File: config.mk
export PLATFORM = sky130hd
export DESIGN_NAME = vpr_mac
export DESIGN_NICKNAME = d
export VERILOG_FILES = /design/src/rtl/vpr_pkg.sv /design/src/rtl/vpr_mac.sv
export SDC_FILE = /design/constraint.sdc
export NUM_CORES = 2
export LEC_CHECK = 0
export BUFFER_PORTS_ARGS = -buffer_cell sky130_fd_sc_hd__buf_2
export CAP_MARGIN = 30
export CELL_PAD_IN_SITES_DETAIL_PLACEMENT = 0
export CELL_PAD_IN_SITES_GLOBAL_PLACEMENT = 1
export CORE_MARGIN = 8
export CORE_UTILIZATION = 53
export DETAILED_ROUTE_END_ITERATION = 8
export PLACE_DENSITY_LB_ADDON = 0.05
export SLEW_MARGIN = 5
export SYNTH_ARGS = -nofsm -noshare
export SYNTH_HDL_FRONTEND = slang
export SYNTH_SLANG_ARGS = --single-unit
File: constraint.sdc
create_clock -name clk -period 23.9 [get_ports clk]
set_input_delay 3.585 -clock clk [delete_from_list [all_inputs] [get_ports clk]]
set_output_delay 3.585 -clock clk [all_outputs]
set_load 0.02 [all_outputs]
File: src/rtl/vpr_pkg.sv
// ----------------------------------------------------------------------------
// vpr_pkg: shared types and constants for the varispeed platter resampler
// Field widths, op codes, the sequencer state type and the shared ALU command.
// ----------------------------------------------------------------------------
`default_nettype none
package vpr_pkg;
  localparam int AddrBits   = 18;
  localparam int SampleBits = 16;
  localparam int FracBits   = 16;
  localparam int PosBits    = AddrBits + FracBits;
  localparam int SpeedBits  = FracBits + 5;
  localparam int LenBits    = AddrBits + 1;
  localparam int GainBits   = 17;
  localparam int AccBits    = 48;
  localparam int MulBits    = 24;

  localparam logic [1:0] OP_LOAD = 2'd0;
  localparam logic [1:0] OP_TICK = 2'd1;
  localparam logic [1:0] OP_SEEK = 2'd2;

  localparam logic [1:0] REG_SPIN  = 2'd0;
  localparam logic [1:0] REG_BRAKE = 2'd1;
  localparam logic [1:0] REG_TOUCH = 2'd2;
  localparam logic [1:0] REG_LEN   = 2'd3;

  typedef enum logic [3:0] {
    ST_IDLE, ST_SPEED, ST_POS, ST_RD0, ST_RD1, ST_RD2, ST_RD3, ST_RDW,
    ST_H1, ST_H2, ST_H3, ST_H4, ST_DONE
  } state_t;

  // One multiply-shift-add: res = floor((a*b + d) / 2^sh) + c
  typedef struct packed {
    logic signed [AccBits-1:0] a;
    logic signed [AccBits-1:0] b;
    logic signed [AccBits-1:0] c;
    logic signed [AccBits-1:0] d;
    logic [4:0]                sh;
  } alu_cmd_t;
endpackage
`default_nettype wire

File: src/rtl/vpr_mac.sv
// ----------------------------------------------------------------------------
// vpr_mac: shared multiply-shift-add unit
// Registered result of floor((a*b + d) >> sh) + c; a and b use 24 x 24 bits.
// ----------------------------------------------------------------------------
`default_nettype none
module vpr_mac
  import vpr_pkg::*;
(
  input  wire logic                      clk,
  input  wire alu_cmd_t                  cmd,
  output logic signed [AccBits-1:0]      res
);
  logic signed [MulBits-1:0] ma, mb;
  logic signed [AccBits-1:0] mp;
  logic signed [AccBits-1:0] prod;
  assign ma = cmd.a[MulBits-1:0];
  assign mb = cmd.b[MulBits-1:0];
  // Multiply narrow operands, add the bias (arithmetic shift floors)
  assign mp   = ma * mb;
  assign prod = (mp + cmd.d) >>> cmd.sh;
  always_ff @(posedge clk) begin
    res <= prod + cmd.c;
  end
endmodule
`default_nettype wire

# Word level (Yosys, flattened, before mapping)

Cells that the tools add are included.

$add $sub $neg: 2
Multipliers: 1
Shift-type cells: 1

Operators by type and width:

| cell             | number |
|---|---|
| $add A48 B48 Y48 | 2 |
| $mul A24 B24 Y48 | 1 |
| $sshr A48 B5 Y48 | 1 |

Register bits after elaboration: 48
Input port bits: 198
Output and inout bits: 48
Logic and storage cells: 5

# Depth between registers and ports, before layout

Depth after elaboration: 4
Depth in mapped cells: 41

# Worst setup path after synthesis

Ideal clock, no wire load.

Kind: input to register
From: input port cmd[172] (netlist bit)
To: register res[46]
Arrival time: 13.076 ns
Path slack: 10.752 ns
Cell stages on the path: 35
Cell sequence: clkbuf_1 nand2_1 inv_1 fa_1 fa_1 fa_1 fa_1 fa_1 fa_1 inv_1 fa_1 inv_1 ha_1 clkbuf_1 inv_2 o21bai_1 a2111oi_0 o21ai_1 mux2i_1 mux2_2 a211oi_1 and2_1 o221ai_1 mux4_2 ha_1 a21oi_1 o21ai_0 a221o_1 nor2_1 a21oi_1 a41oi_1 a21oi_1 a31o_2 a311oi_1 xnor2_1

Longest elaborated chain between the ends: 4

RTL lines:

| item                 | line          | text |
|---|---|---|
| start, declared      | vpr_mac.sv:10 | `input wire alu_cmd_t cmd,` |
| $mul A24 B24 Y48     | vpr_mac.sv:19 | `assign mp = ma * mb;` |
| $add A48 B48 Y48     | vpr_mac.sv:20 | `assign prod = (mp + cmd.d) >>> cmd.sh;` |
| $sshr A48 B5 Y48     | vpr_mac.sv:20 |  |
| $add A48 B48 Y48     | vpr_mac.sv:22 | `res <= prod + cmd.c;` |
| end signal, assigned | vpr_mac.sv:22 |  |
| end, declared        | vpr_mac.sv:11 | `output logic signed [AccBits-1:0] res` |

No other way between the ends.

# Worst setup path in the final report

From: input port cmd[101] (netlist bit)
To: register res[47]

Same word-level chain as after synthesis.

==> results by group <==
Outcome
  – Outcome: completed

Die
  – Row cnt: 89
  – Initial Utilization: 53.3%
  – I/O pin cnt: 246
  – Core area: 58800 µm²
  – Die H: 259 µm
  – Die span in x: 259 µm
  – DIE AREA: 67200 µm²

CTS
  – H-tree depth: 2
  – Post-CTS setup buffer count: 0
  – Clock transition at the registers of the reported paths: 0.07 ns
  – Hold buffer count at cts: 0
  – Clock Sinks: 48
  – Clock tree buffer depth: 2
  – CTS Buf Count: 5
  – Root Buffer: clkbuf_16
  – CTS tree: built
  – Resized Gates After CTS: 0

Placement
  – Placed cell area: 32500 µm²
  – Gpl congestion: 0.944
  – Placed Instances: 4418
  – PortBufs: 197
  – Post-DP HPWL: 77500 µm

Worst hold path
  – HP Start: cmd[53]
  – Hold Path Stages: 2
  – Worst Hold Path EP: res[0]
  – HP Class: primary input to flip-flop

Finish
  – Max reg flops: 48
  – Final Cell Area: 32700 µm²
  – Final nets: 4710
  – Share of layout cells above drive strength 1: 9.03%
  – Largest register by flop count: res
  – Final cell count without fillers: 4427
  – Regs by FF count: res (48)
  – FILL cells: 5518
  – Final core utilization: 55.6%
  – Synthesis-to-layout area growth: 4.26%

Critical path
  – CP required: 24.09 ns
  – Largest stage delay, worst path: 1.06 ns
  – Most numerous cell on the critical path: fa_1
  – CP max stage cell: fa_1
  – Critical Path AT: 15.96 ns
  – Setup crit end kind: flip-flop
  – Setup crit start kind: primary input
  – Peak fanout along the critical path: 24
  – Worst Path Class, Setup: primary input to flip-flop

Yosys
  – Ys Warns: 0
  – Post-synthesis simple-gate area fraction: 16.9%
  – Seq/Total Area, Yosys: 3.07%
  – Ys flop type: dfxtp_1
  – Largest family of logic cells by synthesized area: adder cells
  – Mux contribution to synthesized area: 3.65%
  – Cells after Synth: 3622
  – Xor and xnor area share after synthesis: 2.36%
  – Adder-cell area share of the yosys netlist: 49.9%
  – Number of flops mapped to enable cells by yosys: 0
  – Synth area leaders: fa_1 42%, inv_1 8.3%, ha_1 8.3%
  – Asr flop ratio synth: 0%
  – Post-synthesis compound-gate area fraction: 12.8%
  – Synth top area share: 41.6%
  – Synth area leader: fa_1
  – Post-Synthesis Cell Area: 31400 µm²
  – Top cells by count, synth: 695 x inv_1, 652 x fa_1, 457 x nand2_1
  – Avg Inst Size Synth: 8.66 µm²
  – FF+latch count, synth: 48
  – Syn_nets: 4680
  – Synth unique cells: 106
  – Top-count cell post-synth: inv_1

Route
  – Detailed-route wire length per cell: 21.8 µm
  – Post-DR vias/cell: 5.91
  – DRT antenna net count: 0
  – Drt total wl: 96400 µm
  – DR vias: 26200
  – Initial DRC Count: 1990
  – Drt pass-1 iters: 5
  – # DRC: 0

STA
  – # setup viols final: 0
  – Final period util: 66.0%
  – Slew HR: 31.1%
  – TNS Setup: 0 ns
  – Final hold vios: 0
  – RSZ-0062 raised after global routing: no
  – Slew Limit Fails: 0
  – Slew @ Worst Pin: 1.02 ns
  – Min Tclk post-route: 15.77 ns
  – Fmax: 63.4 MHz

Global route
  – Vias in the first global route: 28600
  – Largest net degree at the start of global routing: 78
  – Antenna violations before repair: 3
  – First-pass GRT wire length: 156000 µm
  – Overall Global Routing Usage: 29.1%
  – Total gr overflow: 0

Flow run
  – Max cap viols: 0
==> final cells by class <==
cell class / count / area, µm² / share of cell area, %
multi-input combinational: 2685 / 26900 / 82.1
timing repair buffer: 211 / 1110 / 3.38
inverter: 701 / 2630 / 8.05
clock buffer: 5 / 125 / 0.383
clock inverter: 3 / 42.5 / 0.130
antenna: 1 / 2.50 / 0.00766
tap: 773 / 967 / 2.96
sequential: 48 / 961 / 2.94
==> worst max-delay path by stage <==
stage / start / end / slack [ns]
finish: cmd[101] / res[47] / 8.13
global placement: cmd[101] / res[47] / 8.23
floorplan: cmd[172] / res[46] / 10.75
detailed placement: cmd[101] / res[47] / 8.14
global route: cmd[101] / res[45] / 7.65
CTS: cmd[101] / res[47] / 8.43
==> per-layer routing <==
metal  vias to the layer above  share of wire [%]  global-route usage, %
li1                      11700                  -                      -
met1                     13300                 42                   38.7
met2                       982                 49                   50.5
met3                       148                7.0                   4.04
met4                         2                2.3                   6.12
met5                         -              0.013                      0
==> metrics by stage <==
stage | hold slack (ns) | worst slack [ns]
3_3_place_gp | 3.86 | 8.23
5_1_grt | 3.54 | 7.65
6_report | 3.53 | 8.13
3_5_place_dp | 3.86 | 8.14
2_1_floorplan | 3.71 | 10.75
4_1_cts | 3.54 | 8.43
==> worst max-delay path: cells and delay by family <==
kind            cells  cell delay (ns)
buf+inv             4             0.77
simple gates        2             0.30
xor+xnor            1             0.13
mux                 2             0.46
compound gates     16             5.44
fa+ha+maj           9             5.22
==> cells in the final DEF (no fill, tap or decap), types with 22 or more instances in the layout <==
| master | count |
|---|---|
| inv_1 | 695 |
| fa_1 | 652 |
| nand2_1 | 457 |
| and2_1 | 221 |
| ha_1 | 208 |
| buf_2 | 197 |
| nor2_1 | 142 |
| a21oi_1 | 126 |
| o21ai_0 | 78 |
| xnor2_1 | 65 |
| a21o_1 | 57 |
| nand3_1 | 56 |
| dfxtp_1 | 48 |
| nor3_1 | 46 |
| nand4_1 | 41 |
| mux2i_1 | 34 |
| a211oi_1 | 32 |
| and3_1 | 25 |
| o211ai_1 | 24 |
| mux2_2 | 23 |
| mux4_2 | 23 |
| nor4_1 | 22 |
==> logic make-up after synthesis <==
logic type      count (synthesis)
buf+inv                       889
xor+xnor                       83
compound gates                567
mux                            81
fa+ha+maj                     860
simple gates                 1094
flops                          48
Power is not shown: default switching activity piles up to over one toggle a cycle in this logic, so the estimate is an artifact.
